===== src/hdl/ssa_pkg.sv =====
// types and constants shared by the segment sum accumulator
// no dependencies; compiled first
`default_nettype none

package ssa_pkg;

    // fixed field widths of the channels and registers
    localparam int SEG_W     = 10;
    localparam int COL_W     = 4;
    localparam int VAL_W     = 32;
    localparam int SUM_W     = 32;
    localparam int STATUS_W  = 2;
    localparam int SEG_CNT_W = 11;
    localparam int ROW_CNT_W = 5;

    // configuration port
    localparam int CFG_IDX_W  = 1;
    localparam int CFG_DATA_W = 11;
    localparam logic [SEG_CNT_W-1:0] SEG_CNT_RESET = 11'd1024;
    localparam logic [ROW_CNT_W-1:0] ROW_CNT_RESET = 5'd16;

    typedef enum logic [CFG_IDX_W-1:0] {
        CFG_SEGMENT_COUNT = 1'b0,
        CFG_ROW_WIDTH     = 1'b1
    } t_cfg_idx;

    typedef enum logic [STATUS_W-1:0] {
        ST_OK        = 2'd0,
        ST_SEG_RANGE = 2'd1,
        ST_COL_RANGE = 2'd2
    } t_status;

    // action codes
    localparam logic ACT_ADD  = 1'b0;
    localparam logic ACT_READ = 1'b1;

    // queue between classifier and execution unit
    localparam int Q_DEPTH = 4;
    localparam int Q_PTR_W = 2;
    localparam int Q_CNT_W = 3;

    typedef struct packed {
        logic full;
        logic empty;
    } t_q_status;

    typedef enum logic [1:0] {
        BK_CLEAR,
        BK_IDLE,
        BK_EXEC
    } t_back_state;

endpackage

`default_nettype wire


===== src/hdl/ssa_queue.sv =====
// small fifo of classified transactions between front and back end
// depends on ssa_pkg for depth and status struct
`default_nettype none

module ssa_queue #(
    parameter int WIDTH = 49
) (
    input  wire logic               i_clk,
    input  wire logic               i_rst_n,
    input  wire logic               i_push,
    input  wire logic [WIDTH-1:0]   i_data,
    input  wire logic               i_pop,
    output logic [WIDTH-1:0]        o_data,
    output ssa_pkg::t_q_status      o_status
);
    import ssa_pkg::*;

    logic [WIDTH-1:0]   r_mem [Q_DEPTH];
    logic [Q_PTR_W-1:0] r_wr_ptr;
    logic [Q_PTR_W-1:0] r_rd_ptr;
    logic [Q_CNT_W-1:0] r_count;
    logic               do_push;
    logic               do_pop;

    assign o_status.full  = (r_count == Q_CNT_W'(Q_DEPTH));
    assign o_status.empty = (r_count == '0);
    assign do_push        = i_push && !o_status.full;
    assign do_pop         = i_pop && !o_status.empty;
    assign o_data         = r_mem[r_rd_ptr];

    always_ff @(posedge i_clk) begin
        if (do_push)
            r_mem[r_wr_ptr] <= i_data;
    end

    // depth is a power of two, pointers wrap on their own
    always_ff @(posedge i_clk) begin
        if (!i_rst_n) begin
            r_wr_ptr <= '0;
            r_rd_ptr <= '0;
            r_count  <= '0;
        end else begin
            if (do_push)
                r_wr_ptr <= r_wr_ptr + 1'b1;
            if (do_pop)
                r_rd_ptr <= r_rd_ptr + 1'b1;
            if (do_push && !do_pop)
                r_count <= r_count + 1'b1;
            else if (do_pop && !do_push)
                r_count <= r_count - 1'b1;
        end
    end

endmodule

`default_nettype wire


===== config.mk =====
export PLATFORM = sky130hd
export DESIGN_NAME = ssa_queue
export DESIGN_NICKNAME = d
export VERILOG_FILES = /design/src/hdl/ssa_pkg.sv /design/src/hdl/ssa_queue.sv
export SDC_FILE = /design/constraint.sdc
export NUM_CORES = 1
export LEC_CHECK = 0
export ABC_AREA = 1
export BUFFER_PORTS_ARGS = -buffer_cell sky130_fd_sc_hd__buf_2
export CORE_UTILIZATION = 48
export CTS_CLUSTER_DIAMETER = 100
export DETAILED_ROUTE_END_ITERATION = 7
export GPL_TIMING_DRIVEN = 0
export PLACE_DENSITY = 0.68
export SYNTH_ARGS = -nofsm -noshare
export SYNTH_HDL_FRONTEND = slang
export SYNTH_SLANG_ARGS = --single-unit

===== constraint.sdc =====
create_clock -name i_clk -period 5.2 [get_ports i_clk]
set_clock_uncertainty 0.05 [all_clocks]
set_input_delay 0.78 -clock i_clk [delete_from_list [all_inputs] [get_ports i_clk]]
set_output_delay 0.78 -clock i_clk [all_outputs]
set_load 0.03 [all_outputs]

==> results of run 1 <==
## power breakdown
part	leakage [nW]	switching (mW)	internal (mW)
clock network	0.351	0.594	0.913
registers	1.87	0.0516	2.01
logic	1.15	1.06	0.404
## per-stage QoR
| step | cells | hold slack [ns] | util, % |
|---|---|---|---|
| floorplan | 544 | 0.415 | - |
| global placement | 863 | 0.435 | 53.9 |
| detailed placement | 867 | 0.455 | 54.6 |
| CTS | 905 | 0.428 | 59.1 |
| global route | 905 | 0.435 | 59.1 |
| finish | 905 | 0.449 | 59.1 |
## sequential cells by signal, summed over array words and instances (netlist names), named ones only
| signal | cells |
|---|---|
| r_mem | 196 |
| r_count | 3 |
| r_rd_ptr | 2 |
| r_wr_ptr | 2 |
## cells by family (layout without fill, tap and decap cells)
kind of cell               count (synthesis)  in the layout  synth area share (%)
AOI/OAI and AO/OA                        151            151                  10.5
xor gates and xnor gates                   1              1                 0.113
adders and majority gates                  6              6                  1.07
buffers and inverters                     49            194                  3.47
DFF                                      205            205                  78.3
and+or+nand+nor                          132            132                  6.51
## cell usage after synthesis (5+ instances only)
library cell | n | share of area, %
dfxtp_1 | 9 | 2.3
inv_1 | 16 | 0.78
buf_2 | 12 | 0.78
o22ai_1 | 49 | 4.0
buf_6 | 7 | 1.0
nor2_1 | 112 | 5.4
o21ai_1 | 5 | 0.32
edfxtp_1 | 196 | 76
nand2_1 | 15 | 0.73
clkbuf_1 | 6 | 0.29
o21ai_0 | 94 | 6.1
ha_1 | 5 | 0.81
## worst max-delay path, stage by stage (launching register included)
cell and delay, ns:
dfxtp_1 0.45, clkbuf_1 0.41, o21ai_0 0.17, o22ai_1 0.27
buf_2 0.25
## metal layers
layer / global-route usage, % / vias to the layer above
met5: 0 / -
met4: 6.64 / 4
met3: 3.88 / 27
met2: 36.4 / 150
met1: 26.3 / 2355
li1: - / 2279
## final cells by class
type / instances / area [um2] / area share (%)
Timing Repair Buffer: 107 / 596 / 6.37
Tap cell: 216 / 270 / 2.89
Sequential cell: 205 / 6070 / 64.9
Clock buffer: 25 / 593 / 6.34
Buffer: 31 / 196 / 2.10
Inverter: 18 / 72.6 / 0.776
Multi-Input combinational cell: 290 / 1440 / 15.4
Clock inverter: 13 / 116 / 1.24
## final timing paths
check | startpoint | end | cells past startpoint
max | flip-flop | o_data[15] | 4
min | i_data[5] | r_mem[0][5]$_DFFE_PP_ | 1
max reg2reg | r_count[0]$_SDFFE_PN0P_ | r_mem[0][32]$_DFFE_PP_ | 5
min reg2reg | r_wr_ptr[1]$_SDFFE_PN0P_ | r_wr_ptr[1]$_SDFFE_PN0P_ | 2
==> impl_metrics.ini, run 1 <==
[clock_tree]
htreeDepth = 1
clkTransAtPathRegs_ns = 0.06
post_cts_buffers = 0
cts_tree = done
clk_latency_ns = 0.49
cts_buffer_depth = 3
cts_hold_buf = 0
numCtsBuffers = 21
clkSinkCount = 205
cts_resized = 0
root_buffer = clkbuf_16

[timing]
tightest_slew_ns = 0.918
finalCritPeriodShare_pct = 55.4
relSlewSlack_pct = 38.7
post-route-min-period_ns = 2.88
fin_tns_setup_ns = 0
fin_ws_ns = 2.32
fmax_mhz = 347
setup_viol = 0
finalHoldViolCount = 0
final-max-slew-violation-count = 0
rsz0062_at_grt = false

[drt]
first_iter_violations = 375
wl_per_cell_um = 18.6
ant_nets = 0
wl_met2_um = 8660
firstDrtPassIters = 4
routed.top_layer = met5
num_vias = 4815
wl_met1_um = 6950
vias_per_cell = 5.32
finalWirelength_um = 16900
drcViolationCount = 0
wl_met3_um = 974

[die]
num_io_pins = 104
placementRows = 46
die_y_um = 129
core-area_mm2 = 0.0158
start_util_pct = 48.9
dieWidth_um = 129
die_area_mm2 = 0.0167

[grt]
grt_pass1_vias = 4961
grt_max_degree = 29
grt_antenna_before_repair = 2
gr-total-overflow = 0
grt_util_all_layers_pct = 20.8
grt_pass1_wl_um = 25900

[layout]
nNetsFinal = 733
diodes = 0
final_area_mm2 = 0.00935
final_common_cell = edfxtp_1
drive_gt1_share_pct = 24.8
syn2layout_area_growth_pct = 20.7
fillerInstances = 1230
final_cell_mix = 196 x edfxtp_1, 115 x buf_2, 108 x nor2_1, 94 x o21ai_0, 49 x o22ai_1

[setup_path]
arrival_ns = 2.05
critPathCaptureType = primary output
cp-start-kind = flip-flop
r2r_slack_ns = 2.88
cp_max_fo = 10
criticalPathCategory = flip-flop to primary output
cp.required_ns = 4.37

[synth]
ys_async_sr_fraction_pct = 0
synthDistinctLibCells = 21
syn_inst = 544
synth-seq-cells = 205
synthFlopType = edfxtp_1
synth-edff-count = 196
syn-num-nets = 603
synth-seq-area-share_pct = 78.3
postSynthAreaPerCell_um2 = 14.2
yosys_warnings = 0
netlist_area_mm2 = 0.00775

[run]
drv_cap = 0

[placement]
dp_hpwl_um = 10400
port_buffers = 103
place.gp.congestion = 0.789
place_area_mm2 = 0.00864
post-place-ws_ns = 2.58

[power]
total_power_mw = 5.03
p_leak_nw = 3.37
power_density_mw_per_mm2 = 537
irDropWorstVdd_v = 0.000322

[min_path]
hp-class = input port to flip-flop

[status]
status = finished, final reports clean
Power figures use the tool's default switching activity.
==> run 2, diff against run 1 <==
--- a/config.mk
+++ b/config.mk
@@ -5,13 +5,13 @@
 export SDC_FILE = /design/constraint.sdc
 export NUM_CORES = 1
 export LEC_CHECK = 0
-export ABC_AREA = 1
+export ABC_AREA = 0
 export BUFFER_PORTS_ARGS = -buffer_cell sky130_fd_sc_hd__buf_2
 export CORE_UTILIZATION = 48
 export CTS_CLUSTER_DIAMETER = 100
 export DETAILED_ROUTE_END_ITERATION = 7
 export GPL_TIMING_DRIVEN = 0
-export PLACE_DENSITY = 0.68
+export PLACE_DENSITY = 0.71
 export SYNTH_ARGS = -nofsm -noshare
 export SYNTH_HDL_FRONTEND = slang
 export SYNTH_SLANG_ARGS = --single-unit
==> constraint.sdc (replaced) <==
create_clock -name i_clk -period 2.3 [get_ports i_clk]
set_clock_uncertainty 0.05 [all_clocks]
set_input_delay 0.345 -clock i_clk [delete_from_list [all_inputs] [get_ports i_clk]]
set_output_delay 0.345 -clock i_clk [all_outputs]
set_load 0.03 [all_outputs]
==> run 2 against run 1 <==
  * Routed wire length down 23%
  * Register-to-register slack worse by 2.8 ns
  * Area after synthesis fell by 2.4%
  * Power is 120% higher
  * Critical endpoint is now o_data[26]
  * Largest power group unchanged
==> impl_metrics.ini, run 2 <==
[grt]
grt_util_all_layers_pct = 16.5
gr-total-overflow = 0
grt_antenna_before_repair = 1
grt_pass1_wl_um = 20000
grt_max_degree = 50
grt_pass1_vias = 3683

[die]
core-area_mm2 = 0.0153
die_y_um = 128
placementRows = 45
dieWidth_um = 128
die_area_mm2 = 0.0163
start_util_pct = 49.4
num_io_pins = 104

[placement]
dp_hpwl_um = 7340
place.gp.congestion = 0.713
dp_cells = 617
place_area_mm2 = 0.00835
port_buffers = 102

[layout]
final-seq-area_mm2 = 0.00607
final_area_mm2 = 0.00910
final_common_cell = edfxtp_1
diodes = 0
drive_gt1_share_pct = 45.9
instances_no_fill = 660
largest_reg_flops = 196
fillerInstances = 1119
final_cell_mix = 196 x edfxtp_1, 98 x buf_2, 48 x mux4_2, 21 x clkbuf_16, 9 x buf_6
syn2layout_area_growth_pct = 20.3
fin_util_pct = 59.4
nNetsFinal = 493
multiInputGateArea_mm2 = 0.00140
top_register = r_mem
top_regs = r_mem: 196 flops, r_count: 3 flops

[run]
drv_cap = 0

[clock_tree]
cts_buffer_depth = 3
numCtsBuffers = 21
clkSinkCount = 205
htreeDepth = 1
clkTransAtPathRegs_ns = 0.06
cts_tree = done
clk_latency_ns = 0.48
root_buffer = clkbuf_16

[timing]
hold_ws_ns = 0.0226
fmax_mhz = 439
fin_tns_setup_ns = 0
relSlewSlack_pct = 46.8
finalHoldViolCount = 0
final-max-slew-violation-count = 0
finalCritPeriodShare_pct = 99.1
rsz0062_at_grt = true
setup_viol = 0
tightest_slew_ns = 0.798
post-route-min-period_ns = 2.28

[synth]
syn-num-nets = 363
postSynthAreaPerCell_um2 = 24.9
synthAdderAreaFrac_pct = 1.09
ys_async_sr_fraction_pct = 0
synth_top_family_by_area = multiplexers
synthMuxAreaShare_pct = 15.1
yosys-top-cells-count = 196 x edfxtp_1, 47 x mux4_2, 9 x dfxtp_1, 8 x and2_1, 5 x ha_1
ys_top_cells_by_area = edfxtp_1 78%, mux4_2 14%, dfxtp_1 2.4%
synth_most_common_cell = edfxtp_1
synth_xor_area_share_pct = 0.463
synth-seq-cells = 205
synth_compound_area_share_pct = 0.380
synthDistinctLibCells = 26
synth_top_area_share_pct = 77.8
synthFlopType = edfxtp_1
yosysTopAreaCell = edfxtp_1
yosys.area_share.simple_pct = 1.27
yosys_warnings = 0
netlist_area_mm2 = 0.00756
synth-edff-count = 196
synth-seq-area-share_pct = 80.2
syn_inst = 304

[setup_path]
cp_max_fo = 5
criticalPathCategory = flip-flop to primary output
cp-start-kind = flip-flop
r2r-end = r_count[2]$_SDFFE_PN0P_
cp.required_ns = 1.90
slowest_stage = mux4_2
r2r_slack_ns = 0.13
arrival_ns = 1.88
cp_cell_sequence = buf_12 -> buf_12 -> buf_12 -> mux4_2 -> buf_6
r2r_cells = 9
r2r_start = r_count[2]$_SDFFE_PN0P_
crit_path_end = o_data[26]
cpMostUsedCell = buf_12
critPathCaptureType = primary output
cpPeakStageDelay_ns = 0.51

[drt]
first_iter_violations = 159
ant_nets = 0
vias_per_cell = 5.24
finalWirelength_um = 13000
wl_per_cell_um = 19.7
num_vias = 3461
firstDrtPassIters = 4
drcViolationCount = 0

[status]
status = finished, final reports clean

[power]
p_leak_nw = 3.10
power_density_mw_per_mm2 = 1200
irDropWorstVdd_v = 0.000786

[min_path]
hp-class = input port to flip-flop
-- run 2: cell count changes after synthesis, moves of 11 or more --
| cell | delta |
|---|---|
| nand2_1 | -11 |
| o21ai_0 | -93 |
| mux4_2 | +47 |
| o22ai_1 | -49 |
| inv_1 | -13 |
| nor2_1 | -112 |
-- run 2: cell type report --
class | count | area share [%]
Sequential cell | 205 | 66.7
Multi-Input combinational cell | 83 | 15.4
Timing Repair Buffer | 108 | 6.94
Clock buffer | 25 | 5.94
Tap cell | 211 | 2.90
Buffer | 12 | 1.22
Clock inverter | 13 | 0.715
Inverter | 3 | 0.124
-- run 2: how the worst min path moves through the flow --
stage | end | cells after the start | start | slack, ns
after CTS | r_mem[1][29]$_DFFE_PP_ | 1 | i_data[29] | 0.004
after detailed placement | r_wr_ptr[1]$_SDFFE_PN0P_ | 2 | r_wr_ptr[1]$_SDFFE_PN0P_ | 0.45
final | r_mem[2][38]$_DFFE_PP_ | 1 | i_data[38] | 0.02
after floorplan | r_mem[0][0]$_DFFE_PP_ | 0 | i_data[0] | 0.39
after global routing | r_mem[0][45]$_DFFE_PP_ | 1 | i_data[45] | 0.006
after global placement | r_wr_ptr[0]$_SDFFE_PN0P_ | 2 | r_wr_ptr[0]$_SDFFE_PN0P_ | 0.43
-- run 2: logic make-up (layout without fill, tap and decap cells) --
group,Yosys count,count (layout)
flops,205,205
xor+xnor,4,4
compound gates,4,4
fa+ha+maj,6,6
buf+inv,16,161
mux,52,52
simple gates,17,17
-- run 2: routing by layer --
metal / share of wire, % / vias up / global-route usage [%] / wire [um]
li1: - / 1539 / - / -
met1: 42 / 1783 / 21.2 / 5530
met2: 49 / 111 / 28.7 / 6400
met3: 6.0 / 26 / 3.31 / 783
met4: 2.3 / 2 / 4.48 / 301
met5: 0.092 / - / 0 / 12
-- run 2: repair_timing --
| action | CTS | global route |
|---|---|---|
| setup endpoints to repair | 237 | 28 |
| setup buffers | 5 | 0 |
| cloned | 1 | 0 |
| hold endpoints to repair | 0 | 0 |
| hold buffers | 0 | 0 |
| gates resized for setup | 25 | 10 |
| pin swaps | 0 | 1 |
-- run 2: per-stage QoR --
stage	setup WS (ns)	total power, mW
final	0.0211	10.9
after global routing	-0.0268	11.4
after CTS	-0.156	11.0
after detailed placement	-0.260	7.82
after global placement	-0.157	7.74
after floorplan	0.141	6.99
-- run 2: power by group --
part / switching (mW) / internal (mW)
Clock: 1.31 / 1.68
Combinational: 1.87 / 1.37
Sequential: 0.136 / 4.55
Total: 3.32 / 7.60
-- run 2: critical path: cells and delay by family (launching register included) --
kind     cells  cell delay (ns)
mux          1             0.51
buf+inv      4             0.50
flops        1             0.38
==> run 3, diff against run 2 <==
--- a/config.mk
+++ b/config.mk
@@ -11,7 +11,8 @@
 export CTS_CLUSTER_DIAMETER = 100
 export DETAILED_ROUTE_END_ITERATION = 7
 export GPL_TIMING_DRIVEN = 0
-export PLACE_DENSITY = 0.71
+export PLACE_DENSITY = 0.69
+export REMOVE_ABC_BUFFERS = 1
 export SYNTH_ARGS = -nofsm -noshare
 export SYNTH_HDL_FRONTEND = slang
 export SYNTH_SLANG_ARGS = --single-unit
==> constraint.sdc (replaced) <==
create_clock -name i_clk -period 2.1 [get_ports i_clk]
set_clock_uncertainty 0.05 [all_clocks]
set_input_delay 0.315 -clock i_clk [delete_from_list [all_inputs] [get_ports i_clk]]
set_output_delay 0.315 -clock i_clk [all_outputs]
set_load 0.03 [all_outputs]
==> run 3 against run 2 <==
  * Sequential power grew 9.6%
  * Via count grew 6.1%
  * Power rose by 19%
  * Largest power group unchanged
  * Count of clock-buffer cells in the layout shrank 2
  * The flow now finishes with violations (setup timing)
  * Core utilization up 6.5 points
  * Global-route usage up 2.2 points
  * Routed wire length rose by 11%
  * Non-clock buffer count increased by 54
==> impl_metrics.ini, run 3 (synthesized netlist as in run 2, its figures left out) <==
[clock_tree]
numCtsBuffers = 21
clkTransAtPathRegs_ns = 0.06
cts_buffer_depth = 3
clk_latency_ns = 0.48
cts_tree = done
htreeDepth = 1
clkSinkCount = 205
root_buffer = clkbuf_16

[drt]
wl_per_cell_um = 20.3
first_iter_violations = 236
drcViolationCount = 0
ant_nets = 0
finalWirelength_um = 14400
num_vias = 3672
vias_per_cell = 5.16
firstDrtPassIters = 4

[die]
die_y_um = 128
core-area_mm2 = 0.0153
placementRows = 45
dieWidth_um = 128
num_io_pins = 104
start_util_pct = 49.4
die_area_mm2 = 0.0163

[grt]
globalRouteMet1Util_pct = 23.9
grt_busiest_layer = met2
met2_usage_pct = 32.7
grt_pass1_wl_um = 22400
grt_util_all_layers_pct = 18.7
met3_usage_pct = 3.81
grt_antenna_before_repair = 0
grt_pass1_vias = 4011
gr-total-overflow = 0
grt_max_degree = 27

[timing]
tightest_slew_ns = 0.431
fin_ws_ns = -0.125
relSlewSlack_pct = 71.3
post-route-min-period_ns = 2.22
finalHoldViolCount = 0
fin_tns_setup_ns = -3.90
final-max-slew-violation-count = 0
rsz0062_at_grt = true
setup_viol = 49
fmax_mhz = 449
finalCritPeriodShare_pct = 106

[placement]
place_area_mm2 = 0.00838
port_buffers = 103
post-place-ws_ns = -0.358
dp_hpwl_um = 7390
place.gp.congestion = 0.663

[layout]
largest_reg_flops = 196
syn2layout_area_growth_pct = 33.4
nNetsFinal = 547
final_common_cell = edfxtp_1
drive_gt1_share_pct = 43.3
diodes = 0
fillerInstances = 1030
final_cell_mix = 196 x edfxtp_1, 54 x buf_2, 50 x buf_6, 49 x mux4_2, 49 x dlygate4sd3_1
final_area_mm2 = 0.0101
top_regs = r_mem: 196 flops, r_count: 3 flops
top_register = r_mem

[setup_path]
arrival_ns = 1.86
cp.required_ns = 1.74
criticalPathCategory = flip-flop to primary output
cp_max_fo = 7
critPathCaptureType = primary output
cp-start-kind = flip-flop

[min_path]
hp-class = input port to flip-flop

[power]
power_density_mw_per_mm2 = 1290
p_leak_nw = 3.46
total_power_mw = 13.0
irDropWorstVdd_v = 0.000715

[status]
status = complete, but fails checks
violations = setup timing

[run]
drv_cap = 0
-- run 3: cell types whose count changed in the layout (fill, tap and decap cells not counted), moves of 2 or more --
cell	previous run	this run
dfxtp_4	1	4
buf_8	0	2
clkinv_1	6	4
clkbuf_1	5	2
dlygate4sd3_1	0	49
buf_12	3	8
clkinvlp_4	0	2
dfxtp_2	3	1
buf_16	1	5
buf_4	8	6
buf_6	9	50
buf_2	98	54
-- run 3: metal layers --
layer,share of wire (%),wire length [um]
met5,0,0
met4,2.2,323
met3,5.2,747
met2,52,7470
met1,41,5900
-- run 3: cell type report --
class                      count  area, um2  share of cell area (%)
tap                          211        264                    2.62
timing repair buffer         174       1700                    16.8
inverter                       3       11.3                   0.112
clock buffer                  23        533                    5.28
sequential                   205       6080                    60.3
clock inverter                13       93.8                   0.930
multi-input combinational     83       1410                    14.0
-- run 3: path summary, 6_finish.rpt --
| path | from | end | slack [ns] | depth (start not counted) |
|---|---|---|---|---|
| worst max-delay path | flip-flop | o_data[6] | -0.12 | 4 |
| worst min-delay path | i_rst_n | r_wr_ptr[1]$_SDFFE_PN0P_ | 0.12 | 3 |
| worst max register to register | r_count[2]$_SDFFE_PN0P_ | r_count[2]$_SDFFE_PN0P_ | 0.12 | 8 |
| worst min register to register | r_wr_ptr[1]$_SDFFE_PN0P_ | r_wr_ptr[1]$_SDFFE_PN0P_ | 0.46 | 2 |
-- run 3: power by group --
part / internal, mW / total [mW] / leakage (nW) / switching (mW)
Combinational: 2.24 / 4.52 / 1.28 / 2.28
Sequential: 4.98 / 5.14 / 1.87 / 0.155
Clock: 1.95 / 3.38 / 0.306 / 1.43
-- run 3: per-stage QoR --
step	util, %	hold slack [ns]	std cells
after floorplan	-	0.364	291
after global placement	53.8	0.427	605
after detailed placement	54.7	0.442	611
after CTS	65.8	0.0989	711
after global routing	65.9	0.119	712
final	65.9	0.121	712
-- run 3: repair_timing --
action | 4_1_cts | 5_1_grt
gates cloned | 4 | 0
setup endpoints to repair | 246 | 50
setup buffers | 11 | 2
endpoints found under the hold margin | 196 | 0
gates resized for setup | 122 | 5
hold buffers | 49 | 0
pin swaps | 1 | 2
-- run 3: worst max-delay path, cell delays in order (launching register included) --
cell and delay, ns:
dfxtp_4 0.38, buf_12 0.15, buf_16 0.15, mux4_2 0.53, buf_6 0.16
