<file path="src/hdl/ssa_pkg.sv">
// types and constants shared by the segment sum accumulator
// no dependencies; compiled first
`default_nettype none

package ssa_pkg;

    // fixed field widths of the channels and registers
    localparam int SEG_W     = 10;
    localparam int COL_W     = 4;
    localparam int VAL_W     = 32;
    localparam int SUM_W     = 32;
    localparam int STATUS_W  = 2;
    localparam int SEG_CNT_W = 11;
    localparam int ROW_CNT_W = 5;

    // configuration port
    localparam int CFG_IDX_W  = 1;
    localparam int CFG_DATA_W = 11;
    localparam logic [SEG_CNT_W-1:0] SEG_CNT_RESET = 11'd1024;
    localparam logic [ROW_CNT_W-1:0] ROW_CNT_RESET = 5'd16;

    typedef enum logic [CFG_IDX_W-1:0] {
        CFG_SEGMENT_COUNT = 1'b0,
        CFG_ROW_WIDTH     = 1'b1
    } t_cfg_idx;

    typedef enum logic [STATUS_W-1:0] {
        ST_OK        = 2'd0,
        ST_SEG_RANGE = 2'd1,
        ST_COL_RANGE = 2'd2
    } t_status;

    // action codes
    localparam logic ACT_ADD  = 1'b0;
    localparam logic ACT_READ = 1'b1;

    // queue between classifier and execution unit
    localparam int Q_DEPTH = 4;
    localparam int Q_PTR_W = 2;
    localparam int Q_CNT_W = 3;

    typedef struct packed {
        logic full;
        logic empty;
    } t_q_status;

    typedef enum logic [1:0] {
        BK_CLEAR,
        BK_IDLE,
        BK_EXEC
    } t_back_state;

endpackage

`default_nettype wire

</file>
<file path="src/hdl/ssa_if.sv">
// valid/ready channel interfaces for element input and result output
// depends on ssa_pkg for field widths
`default_nettype none

interface ssa_in_if;
    logic                                valid;
    logic                                ready;
    logic                                action;
    logic        [ssa_pkg::SEG_W-1:0]    segment;
    logic        [ssa_pkg::COL_W-1:0]    column;
    logic signed [ssa_pkg::VAL_W-1:0]    value;

    modport source (output valid, action, segment, column, value, input ready);
    modport sink   (input valid, action, segment, column, value, output ready);
endinterface


`default_nettype wire

</file>
<file path="src/hdl/ssa_front.sv">
// front end: configuration registers, range checks and table address
// depends on ssa_pkg and ssa_in_if; feeds ssa_queue
`default_nettype none

module ssa_front #(
    parameter int MAX_SEGMENTS = 1024,
    parameter int MAX_ROW      = 16,
    parameter int AW           = 14,
    parameter int QW           = 1 + ssa_pkg::STATUS_W + AW + ssa_pkg::VAL_W
) (
    input  wire logic                           i_clk,
    input  wire logic                           i_rst_n,
    input  wire logic                           i_cfg_we,
    input  wire ssa_pkg::t_cfg_idx              i_cfg_idx,
    input  wire logic [ssa_pkg::CFG_DATA_W-1:0] i_cfg_data,
    ssa_in_if.sink                              i_in,
    input  wire ssa_pkg::t_q_status             i_q_status,
    input  wire logic                           i_clearing,
    output logic                                o_push,
    output logic [QW-1:0]                       o_item
);
    import ssa_pkg::*;

    logic [SEG_CNT_W-1:0] r_segment_count;
    logic [ROW_CNT_W-1:0] r_row_width;
    t_status              status;
    logic [AW-1:0]        addr;

    always_ff @(posedge i_clk) begin
        if (!i_rst_n) begin
            r_segment_count <= SEG_CNT_RESET;
            r_row_width     <= ROW_CNT_RESET;
        end else if (i_cfg_we) begin
            unique case (i_cfg_idx)
                CFG_SEGMENT_COUNT: r_segment_count <= i_cfg_data[SEG_CNT_W-1:0];
                CFG_ROW_WIDTH:     r_row_width     <= i_cfg_data[ROW_CNT_W-1:0];
                default: ;
            endcase
        end
    end

    // a bad segment is reported before a bad column
    always_comb begin
        if (({1'b0, i_in.segment} >= r_segment_count) || (int'(i_in.segment) >= MAX_SEGMENTS))
            status = ST_SEG_RANGE;
        else if (({1'b0, i_in.column} >= r_row_width) || (int'(i_in.column) >= MAX_ROW))
            status = ST_COL_RANGE;
        else
            status = ST_OK;
    end

    // entry (s, c) lives at s * MAX_ROW + c regardless of row_width
    assign addr = AW'(int'(i_in.segment) * MAX_ROW + int'(i_in.column));

    assign i_in.ready = !i_clearing && !i_q_status.full;
    assign o_push     = i_in.valid && i_in.ready;
    assign o_item     = {i_in.action, status, addr, i_in.value};

endmodule

`default_nettype wire

</file>
<file path="src/flat_wrapper.sv">
// flat-port wrapper written by rule: the top's interface ports become plain ports
module ssa_front_flat import ssa_pkg::*;
#(
    parameter int MAX_SEGMENTS = 1024,
    parameter int MAX_ROW      = 16,
    parameter int AW           = 14,
    parameter int QW           = 1 + ssa_pkg::STATUS_W + AW + ssa_pkg::VAL_W
)
  (i_clk, i_rst_n, i_cfg_we, i_cfg_idx, i_cfg_data, i_q_status, i_clearing, o_push, o_item, i_in_valid, i_in_action, i_in_segment, i_in_column, i_in_value, i_in_ready);
  ssa_in_if i_in_i ();
  input  wire logic i_clk;
  input  wire logic i_rst_n;
  input  wire logic i_cfg_we;
  input  wire ssa_pkg::t_cfg_idx i_cfg_idx;
  input  wire logic [ssa_pkg::CFG_DATA_W-1:0] i_cfg_data;
  input  wire ssa_pkg::t_q_status i_q_status;
  input  wire logic i_clearing;
  output logic o_push;
  output logic [QW-1:0] o_item;
  input wire logic [$bits(i_in_i.valid)-1:0] i_in_valid;
  input wire logic [$bits(i_in_i.action)-1:0] i_in_action;
  input wire logic [$bits(i_in_i.segment)-1:0] i_in_segment;
  input wire logic [$bits(i_in_i.column)-1:0] i_in_column;
  input wire logic [$bits(i_in_i.value)-1:0] i_in_value;
  output wire logic [$bits(i_in_i.ready)-1:0] i_in_ready;
  assign i_in_i.valid = i_in_valid;
  assign i_in_i.action = i_in_action;
  assign i_in_i.segment = i_in_segment;
  assign i_in_i.column = i_in_column;
  assign i_in_i.value = i_in_value;
  assign i_in_ready = i_in_i.ready;
  ssa_front #(.MAX_SEGMENTS(MAX_SEGMENTS), .MAX_ROW(MAX_ROW), .AW(AW), .QW(QW)) u_core (.i_clk(i_clk), .i_rst_n(i_rst_n), .i_cfg_we(i_cfg_we), .i_cfg_idx(i_cfg_idx), .i_cfg_data(i_cfg_data), .i_in(i_in_i), .i_q_status(i_q_status), .i_clearing(i_clearing), .o_push(o_push), .o_item(o_item));
endmodule
</file>
<file path="config.mk">
export PLATFORM = sky130hd
export DESIGN_NAME = ssa_front_flat
export DESIGN_NICKNAME = d
export VERILOG_FILES = /design/src/hdl/ssa_pkg.sv /design/src/hdl/ssa_if.sv /design/src/hdl/ssa_front.sv /design/src/flat_wrapper.sv
export SDC_FILE = /design/constraint.sdc
export NUM_CORES = 1
export LEC_CHECK = 0
export BUFFER_PORTS_ARGS = -buffer_cell sky130_fd_sc_hd__buf_4
export CAP_MARGIN = 20
export CORE_MARGIN = 4
export CORE_UTILIZATION = 34
export DETAILED_ROUTE_END_ITERATION = 8
export PLACE_DENSITY = 0.76
export SYNTH_ARGS = -nofsm -noshare
export SYNTH_HDL_FRONTEND = slang
export SYNTH_SLANG_ARGS = --single-unit
</file>
<file path="constraint.sdc">
create_clock -name i_clk -period 1.5 [get_ports i_clk]
set_clock_uncertainty 0.05 [all_clocks]
set_input_delay 0.225 -clock i_clk [delete_from_list [all_inputs] [get_ports i_clk]]
set_output_delay 0.225 -clock i_clk [all_outputs]
set_load 0.02 [all_outputs]
</file>
==> results of run 1 <==
-- cells by family (layout without fill, tap and decap cells) --
family                     after synthesis  count (layout)
buffers and inverters                   65              69
and+or+nand+nor                         46              46
AOI/OAI and AO/OA                       26              26
DFF                                     16              16
adders and majority gates               14              14
-- cell type report --
type                       count  share of cell area (%)
multi-input combinational     86                    43.5
timing repair buffer          51                    24.9
sequential                    16                    20.9
tap                           48                    3.84
clock buffer                   4                    3.52
inverter                      14                    3.36
-- synth_stat cells --
master,n,area share [%]
a21o_1,1,0.57
o21a_1,1,0.57
and4b_1,1,0.75
a21boi_0,5,2.8
clkbuf_1,1,0.28
and2_1,1,0.47
nand2_1,29,8.2
a211o_1,1,0.66
dfxtp_1,16,24
nor2b_1,1,0.47
nand2b_1,2,0.94
buf_4,48,27
o21ai_0,1,0.38
nand3_1,8,3.0
and4_1,1,0.66
a211oi_1,1,0.57
ha_1,14,13
or2_2,1,0.47
a21oi_1,5,1.9
nor2_1,1,0.28
o221ai_1,1,0.66
clkbuf_2,1,0.38
a21boi_1,9,5.1
buf_2,1,0.38
a211oi_2,1,0.94
inv_1,14,4.0
nand2b_4,1,1.0
-- sequential cells by signal, summed over array words and instances (netlist names) --
name	count
u_core.r_segment_count	11
u_core.r_row_width	5
-- critical path, cell delays in order, from the launching register on --
cell and delay (ns):
dfxtp_2 0.36, ha_4 0.20, nand2b_4 0.13, a211oi_2 0.23
o221ai_2 0.17, a211oi_4 0.23, buf_6 0.15
-- routing by layer --
| metal | part of all wire, % | GRT usage, % | wire, um |
|---|---|---|---|
| met1 | 39 | 11.5 | 1040 |
| met5 | 0 | 0 | 0 |
| met4 | 1.3 | 4.04 | 33 |
| met3 | 12 | 5.90 | 317 |
| met2 | 47 | 17.8 | 1250 |
-- stage by stage --
stage	util (%)	hold WS [ns]	setup slack [ns]	instances	TNS [ns]
after floorplan	-	0.299	-0.155	167	-0.234
after global placement	38.5	0.393	-0.313	215	-0.586
after detailed placement	38.5	0.395	-0.350	215	-0.630
after CTS	42.1	0.129	-0.519	219	-1.01
after global routing	42.1	0.142	-0.596	219	-1.19
final	42.1	0.131	-0.491	219	-0.965
-- report_power, final --
| part | switching [mW] | internal [mW] | total [mW] |
|---|---|---|---|
| clock | 0.152 | 0.233 | 0.385 |
| combinational | 0.153 | 0.165 | 0.317 |
| sequential | 0.0118 | 0.447 | 0.459 |
| total | 0.317 | 0.845 | 1.16 |
-- worst paths after layout --
kind | startpoint | endpoint | slack [ns] | cells past startpoint
min reg2reg | u_core.r_segment_count[2] | u_core.r_segment_count[2] | 0.40 | 2
min | i_cfg_data[10] | u_core.r_segment_count[10] | 0.13 | 3
max | u_core.r_segment_count[0] | o_item[47] | -0.49 | 6
max reg2reg | u_core.r_row_width[0] | u_core.r_row_width[0] | 0.79 | 2
-- what timing repair did --
item | 4_1_cts | 5_1_grt
resized for setup | 15 | 0
buffers inserted | 0 | 0
endpoints found under the setup margin | 2 | 2
gates cloned | 0 | 0
pin swaps | 8 | 0
==> impl_metrics.tcl, run 1 <==
set metrics [dict create \
    status "finished, violations left" \
    violations "setup timing" \
    ant_nets 0 \
    postSynthCellCount 167 \
    final_area_um2 1570 \
    grt_pass1_vias 942 \
    clkTransAtPathRegs_ns 0.06 \
    drt_first_pass_iters 4 \
    yosys.area_share.simple_pct 16.3 \
    min_period_over_period_pct 133 \
    grt-ovfl-total 0 \
    multi_input_area_um2 681 \
    yosysWarnings 0 \
    final-seq-area_um2 327 \
    syn_avg_cell_area_um2 7.94 \
    grt_pass1_wl_mm 4.24 \
    start_kind "register" \
    synth_fa_ha_area_share_pct 13.2 \
    power.total_mw 1.16 \
    synth_top_family_by_area "buffers and inverters" \
    syn_nets 247 \
    fin_crit_ns 1.99 \
    synth_cell_types 27 \
    antenna_cells 0 \
    portBuffers 49 \
    hold_viol 0 \
    slew_violations 0 \
    final_common_cell "buf_4" \
    start_util_pct 35.7 \
    ys_seq_area_share_pct 24.2 \
    p_per_area_nw_per_um2 742 \
    drc 0 \
    gp_congestion 0.716 \
    yosys_register_bits 16 \
    synth_compound_area_share_pct 14.2 \
    cts_root_buffer "clkbuf_8" \
    area_delta_synth_final_pct 18.0 \
    hold_path_class "in -> reg" \
    clock_latency_ns 0.25 \
    cap_violations 0 \
    rsz0062_at_grt "yes" \
    drive_gt1_share_pct 45.0 \
    drt-total-wl_mm 2.64 \
    numCtsBuffers 3 \
    final_cell_mix "buf_4, nand2_1, dfxtp_1, inv_1, a21boi_1" \
    irDropWorstVdd_uv 557 \
    cts_tree "yes" \
    cp.required_ns 1.22 \
    via_count 981 \
    nets 252 \
    setup.worst_path.class "reg -> out" \
    crit_fanout 2 \
    vias_per_cell 4.48 \
    ioPinCount 117 \
    p_leak_nw 0.681 \
    grt.total_usage_pct 10.8 \
    cts.sinks 16 \
    dpl.hpwl_mm 2.09 \
    syn_area_um2 1330 \
    end_kind "primary output" \
    coreArea_um2 3720 \
    max_freq_ghz 0.502 \
    setup_ws_ns -0.491 \
    cts_hold_buf 0 \
    fp.dieW_um 70.5 \
    cp.arrival_ns 1.72 \
    setup_viol 2 \
    synth-xor-area-share_pct 0 \
    antenna_found_initial 0 \
    worst_pin_slew_ns 0.401 \
    grt_max_degree 17 \
    placed_cell_area_um2 1430 \
    std_cell_rows 22 \
    drtIter0Drc 16 \
    num-fill-cells 390 \
    floorplan.die_area_um2 4960 \
    fp.dieH_um 70.5 \
    max-clock-path-buffers 2 \
    wl_per_cell_um 12.0 \
    max_slew_margin_pct 73.3 \
    synth_mux_area_share_pct 0 \
    h-tree-depth 1 \
]
Note: power is estimated with default switching activity, not from simulation.
==> run 2, diff against run 1 <==
--- a/config.mk
+++ b/config.mk
@@ -5,12 +5,14 @@
 export SDC_FILE = /design/constraint.sdc
 export NUM_CORES = 1
 export LEC_CHECK = 0
+export ABC_AREA = 1
 export BUFFER_PORTS_ARGS = -buffer_cell sky130_fd_sc_hd__buf_4
 export CAP_MARGIN = 20
 export CORE_MARGIN = 4
 export CORE_UTILIZATION = 34
 export DETAILED_ROUTE_END_ITERATION = 8
-export PLACE_DENSITY = 0.76
+export PLACE_DENSITY = 0.77
+export SKIP_CTS_REPAIR_TIMING = 1
 export SYNTH_ARGS = -nofsm -noshare
 export SYNTH_HDL_FRONTEND = slang
 export SYNTH_SLANG_ARGS = --single-unit
==> run 2 against run 1 <==
The run still ends with setup timing left. Wire length increased by 5.2%. Non-clock buffer count rose by 10. Global-route usage rose by 0.60 points. Flip-flop and latch count unchanged. Highest routed layer unchanged. Final cell count grew 13%. Core utilization grew 3.6 points. Hold slack better by 0.0063 ns. Combinational power up 33%. Critical endpoint unchanged.
==> impl_metrics.tcl, run 2 <==
set metrics [dict create \
    crit_fanout 2 \
    max_freq_ghz 0.542 \
    portBuffers 49 \
    h-tree-depth 1 \
    irDropWorstVdd_uv 427 \
    final_area_um2 1700 \
    synth-xor-area-share_pct 0 \
    start_util_pct 35.6 \
    ioPinCount 117 \
    fin_crit_ns 1.85 \
    postSynthCellCount 183 \
    top_regs "u_core.r_segment_count x11, u_core.r_row_width x5" \
    p_leak_nw 0.796 \
    fp.dieH_um 70.4 \
    fp.dieW_um 70.4 \
    worst_pin_slew_ns 0.270 \
    cts_tree "yes" \
    place_ws_ns -0.207 \
    ys_seq_area_share_pct 24.2 \
    grt-ovfl-total 0 \
    setup_ws_ns -0.346 \
    min_period_over_period_pct 123 \
    cts_root_buffer "clkbuf_8" \
    cts.sinks 16 \
    violations "setup timing" \
    numCtsBuffers 3 \
    max-clock-path-buffers 2 \
    largest_reg_flops 11 \
    synthTopCellsByCount "buf_4, inv_1, nand2_1" \
    synthDominantCellAreaShare_pct 26.7 \
    cp.required_ns 1.22 \
    syn_area_um2 1320 \
    ant_nets 0 \
    yosysWarnings 0 \
    start_kind "register" \
    syn_avg_cell_area_um2 7.23 \
    synth_top_family_by_area "buffers and inverters" \
    vias_per_cell 4.43 \
    setup_viol 2 \
    gp_congestion 0.762 \
    synthArstFlopShare_pct 0 \
    synth_top_flop_cell "dfxtp_1" \
    antenna_cells 0 \
    floorplan.die_area_um2 4960 \
    cp.arrival_ns 1.57 \
    rsz0062_at_grt "yes" \
    regMostFlops "u_core.r_segment_count" \
    drt-total-wl_mm 2.77 \
    dp.cells 243 \
    max_slew_margin_pct 82.0 \
    yosys.area_share.simple_pct 14.8 \
    final_common_cell "buf_4" \
    fin_cells 247 \
    grt.total_usage_pct 11.4 \
    num-fill-cells 363 \
    synth_fa_ha_area_share_pct 13.2 \
    hold_viol 0 \
    status "finished, violations left" \
    area_delta_synth_final_pct 28.4 \
    synth_cell_types 17 \
    drtIter0Drc 36 \
    synth_edf_count 0 \
    coreArea_um2 3720 \
    hold_path_class "in -> reg" \
    syn_nets 263 \
    via_count 1095 \
    cap_violations 0 \
    clock_latency_ns 0.25 \
    antenna_found_initial 0 \
    synth.largest_area_cell "buf_4" \
    grt_pass1_vias 1098 \
    setup.worst_path.class "reg -> out" \
    dpl.hpwl_mm 2.12 \
    yosysMostFrequentCell "buf_4" \
    placed_cell_area_um2 1480 \
    grt_pass1_wl_mm 4.53 \
    synth.top_cells.by_area "buf_4, dfxtp_1, ha_1" \
    synth_mux_area_share_pct 0 \
    clkTransAtPathRegs_ns 0.07 \
    grt_max_degree 20 \
    p_per_area_nw_per_um2 747 \
    drt_first_pass_iters 4 \
    drive_gt1_share_pct 50.8 \
    std_cell_rows 22 \
    nets 280 \
    tns_ns -0.638 \
    yosys_register_bits 16 \
    end_kind "primary output" \
    synth_compound_area_share_pct 12.5 \
    wl_per_cell_um 11.2 \
    drc 0 \
    slew_violations 0 \
    final_cell_mix "buf_4, nand2_1, inv_1, o21ai_0, a21oi_1" \
]
-- run 2: cell types whose count changed after synthesis, sizes merged, moves of 2 or more --
cell	before	now
nor2	1	18
o21ai	1	16
a21boi	14	0
inv	14	26
a21oi	5	14
nand2	29	23
nand3	8	2
nand2b	3	0
a211oi	2	0
nand4	0	2
o211ai	0	2
-- run 2: worst paths after layout --
check | startpoint | endpoint | slack (ns) | cells after the start
min reg2reg | u_core.r_row_width[0] | u_core.r_row_width[0] | 0.46 | 2
max | u_core.r_segment_count[2] | o_item[47] | -0.35 | 10
min | i_cfg_data[10] | u_core.r_segment_count[10] | 0.14 | 3
max reg2reg | u_core.r_segment_count[2] | u_core.r_segment_count[2] | 0.76 | 3
-- run 2: worst max-delay path: stages (launching register included) --
cell,delay [ns]
dfxtp_1,0.30
inv_1,0.10
ha_4,0.22
nand2_1,0.05
nand2_1,0.04
nor2_1,0.09
nor2_1,0.05
nor2_1,0.12
nand2_2,0.09
nor2_4,0.13
buf_6,0.12
-- run 2: final cells by class --
class	count	area, um^2	area share [%]
inverters	26	97.6	5.74
clock buffers	4	55.1	3.24
repair buffers	61	462	27.2
multi-input cells	92	702	41.3
flip-flops and latches	16	324	19.1
well taps	48	60.1	3.53
-- run 2: power breakdown --
group / internal [mW] / switching [mW]
logic: 0.214 / 0.207
registers: 0.455 / 0.0109
clock network: 0.233 / 0.151
total: 0.901 / 0.369
-- run 2: logic make-up after synthesis --
group | after synthesis
AOI/OAI and AO/OA | 32
and+or+nand+nor | 46
buffers and inverters | 75
DFF | 16
adders and majority gates | 14
-- run 2: routing by layer --
layer	GRT usage (%)	wire length, um	vias up	part of all wire, %
met3	4.75	243	11	8.8
met5	0	0	-	0
li1	-	-	562	-
met1	12.2	1150	484	42
met4	5.32	57	0	2.1
met2	19.2	1320	38	48
-- run 2: metrics by stage --
stage / total power [mW] / util (%) / hold WS, ns
after floorplan: 0.804 / - / 0.305
after global placement: 0.813 / 39.8 / 0.394
after detailed placement: 0.823 / 39.8 / 0.400
after CTS: 1.21 / 41.3 / 0.132
after global routing: 1.36 / 45.8 / 0.148
final: 1.27 / 45.8 / 0.137
==> run 3, diff against run 2 <==
--- a/config.mk
+++ b/config.mk
@@ -5,14 +5,14 @@
 export SDC_FILE = /design/constraint.sdc
 export NUM_CORES = 1
 export LEC_CHECK = 0
-export ABC_AREA = 1
 export BUFFER_PORTS_ARGS = -buffer_cell sky130_fd_sc_hd__buf_4
 export CAP_MARGIN = 20
 export CORE_MARGIN = 4
 export CORE_UTILIZATION = 34
 export DETAILED_ROUTE_END_ITERATION = 8
-export PLACE_DENSITY = 0.77
+export PLACE_DENSITY = 0.76
 export SKIP_CTS_REPAIR_TIMING = 1
+export SLEW_MARGIN = 20
 export SYNTH_ARGS = -nofsm -noshare
 export SYNTH_HDL_FRONTEND = slang
 export SYNTH_SLANG_ARGS = --single-unit
==> run 3 against run 2 <==
The run still ends with setup timing left. Final cell count decreased by 11%. Global-route usage decreased by 1.2 points. Cell area decreased by 7.1%. First-iteration DRC count decreased by 33%. Combinational power decreased by 22%. Hold slack got worse by 0.0062 ns. Clock-buffer cell count unchanged. Die area increased by 0.17%. Non-clock buffer count decreased by 9. Register-to-register slack about the same. Clock power about the same. Critical path type unchanged. Critical endpoint unchanged. Largest power group unchanged. Highest routed layer unchanged.
==> impl_metrics.tcl, run 3 (synthesis results as in run 1) <==
set metrics [dict create \
    status "finished, violations left" \
    violations "setup timing" \
    power_switching_mw 0.318 \
    drc 0 \
    cts.sinks 16 \
    h-tree-depth 1 \
    final_cell_mix "buf_4, nand2_1, inv_1, dfxtp_1" \
    worst_pin_slew_ns 0.430 \
    fin_util_pct 42.5 \
    grt.total_usage_pct 10.2 \
    numCtsBuffers 3 \
    largest_reg_flops 11 \
    drt-total-wl_mm 2.67 \
    grt_pass1_wl_mm 4.02 \
    slowest_stage "dfxtp_2" \
    start_kind "register" \
    vias_per_cell 4.47 \
    final_area_um2 1580 \
    portBuffers 49 \
    cap_violations 0 \
    hold_path_class "in -> reg" \
    power_frac_comb_pct 28.0 \
    hp-start "i_cfg_data[10]" \
    setup.worst_path.class "reg -> out" \
    hold_viol 0 \
    ioPinCount 117 \
    grt_pass1_vias 915 \
    setup_viol 2 \
    path_buf_inv 1 \
    critPathTopFamily "compound AO/OA/AOI/OAI gates" \
    placed_cell_area_um2 1430 \
    max_freq_ghz 0.498 \
    clkTransAtPathRegs_ns 0.06 \
    gp_congestion 0.716 \
    slowest_delay_ns 0.36 \
    p_int_mw 0.849 \
    r2r-start "u_core.r_segment_count[3]" \
    drive_gt1_share_pct 43.6 \
    drtIter0Drc 24 \
    clock_latency_ns 0.25 \
    crit_chain "ha_4, nand2b_4, a211oi_4, o221ai_4, a211oi_4, buf_6" \
    dpl.hpwl_mm 2.09 \
    cts_tree "yes" \
    fp.dieW_um 70.5 \
    cp.arrival_ns 1.73 \
    coreArea_um2 3720 \
    grt-ovfl-total 0 \
    antenna_cells 0 \
    setup_ws_ns -0.506 \
    floorplan.die_area_um2 4960 \
    max_slew_margin_pct 71.3 \
    p_leak_nw 0.687 \
    crit_fanout 2 \
    fin_crit_ns 2.01 \
    start_util_pct 35.7 \
    seqPwrFrac_pct 39.3 \
    clkPwrFrac_pct 32.7 \
    min_period_over_period_pct 134 \
    wl_per_cell_um 12.1 \
    cts_root_buffer "clkbuf_8" \
    nets 253 \
    grt_max_degree 17 \
    area_delta_synth_final_pct 19.1 \
    slew_violations 0 \
    via_count 983 \
    ant_nets 0 \
    antenna_found_initial 0 \
    cp.required_ns 1.22 \
    p_per_area_nw_per_um2 739 \
    worstSetupStartpoint "u_core.r_segment_count[0]" \
    max-clock-path-buffers 2 \
    top_regs "u_core.r_segment_count x11, u_core.r_row_width x5" \
    std_cell_rows 22 \
    drt_first_pass_iters 4 \
    final_common_cell "buf_4" \
    fp.dieH_um 70.5 \
    switching_share_pct 27.2 \
    critPathMostFrequentCell "a211oi_4" \
    regMostFlops "u_core.r_segment_count" \
    tns_ns -0.961 \
    end_kind "primary output" \
    irDropWorstVdd_uv 557 \
    rsz0062_at_grt "yes" \
]
[run 3: cell types whose count changed in the layout (fill, tap and decap cells not counted), moves of 9 or more]
| cell | delta |
|---|---|
| a21oi_1 | -10 |
| a21boi_1 | +9 |
| nor2_1 | -10 |
| nand2_1 | +12 |
| buf_4 | -10 |
| o21ai_0 | -15 |
[run 3: power groups by stage]
stage               registers (mW)  logic, mW  clock network [mW]
global placement             0.466      0.289                   0
floorplan                    0.464      0.312                   0
global route                 0.461      0.363               0.409
CTS                          0.457      0.297               0.396
finish                       0.459      0.327               0.382
detailed placement           0.467      0.296                   0
[run 3: metrics by stage]
stage                     total power, mW  setup slack, ns  cells  hold WS, ns
after floorplan                     0.776           -0.155    167        0.299
after global placement              0.755           -0.313    215        0.393
after detailed placement            0.763           -0.350    215        0.395
after CTS                            1.15           -0.592    219        0.129
after global routing                 1.23           -0.603    220        0.142
final                                1.17           -0.506    220        0.131
[run 3: layout make-up]
class | instances | area, um^2
Clock buffer | 4 | 55.1
Fill cell | 390 | 2140
Inverter | 14 | 52.6
Multi-Input combinational cell | 86 | 687
Sequential cell | 16 | 327
Tap cell | 48 | 60.1
Timing Repair Buffer | 52 | 398
[run 3: layer usage]
layer	up-vias	routed length [um]	GRT usage [%]
met5	-	0	0
met4	0	33	4.04
met3	4	297	5.76
met2	32	1250	16.5
met1	445	1080	11.0
li1	502	-	-
[run 3: worst paths after layout]
check | endpoint | slack (ns) | cells after the start
setup / recovery | o_item[47] | -0.51 | 6
hold / removal | u_core.r_segment_count[10] | 0.13 | 3
setup reg to reg | u_core.r_segment_count[3] | 0.77 | 3
hold reg to reg | u_core.r_segment_count[1] | 0.40 | 2
[run 3: worst min-delay path, delay by kind of cell]
kind	cells	cell delay, ns
AND/OR/NAND/NOR	2	0.10
buffers and inverters	1	0.08
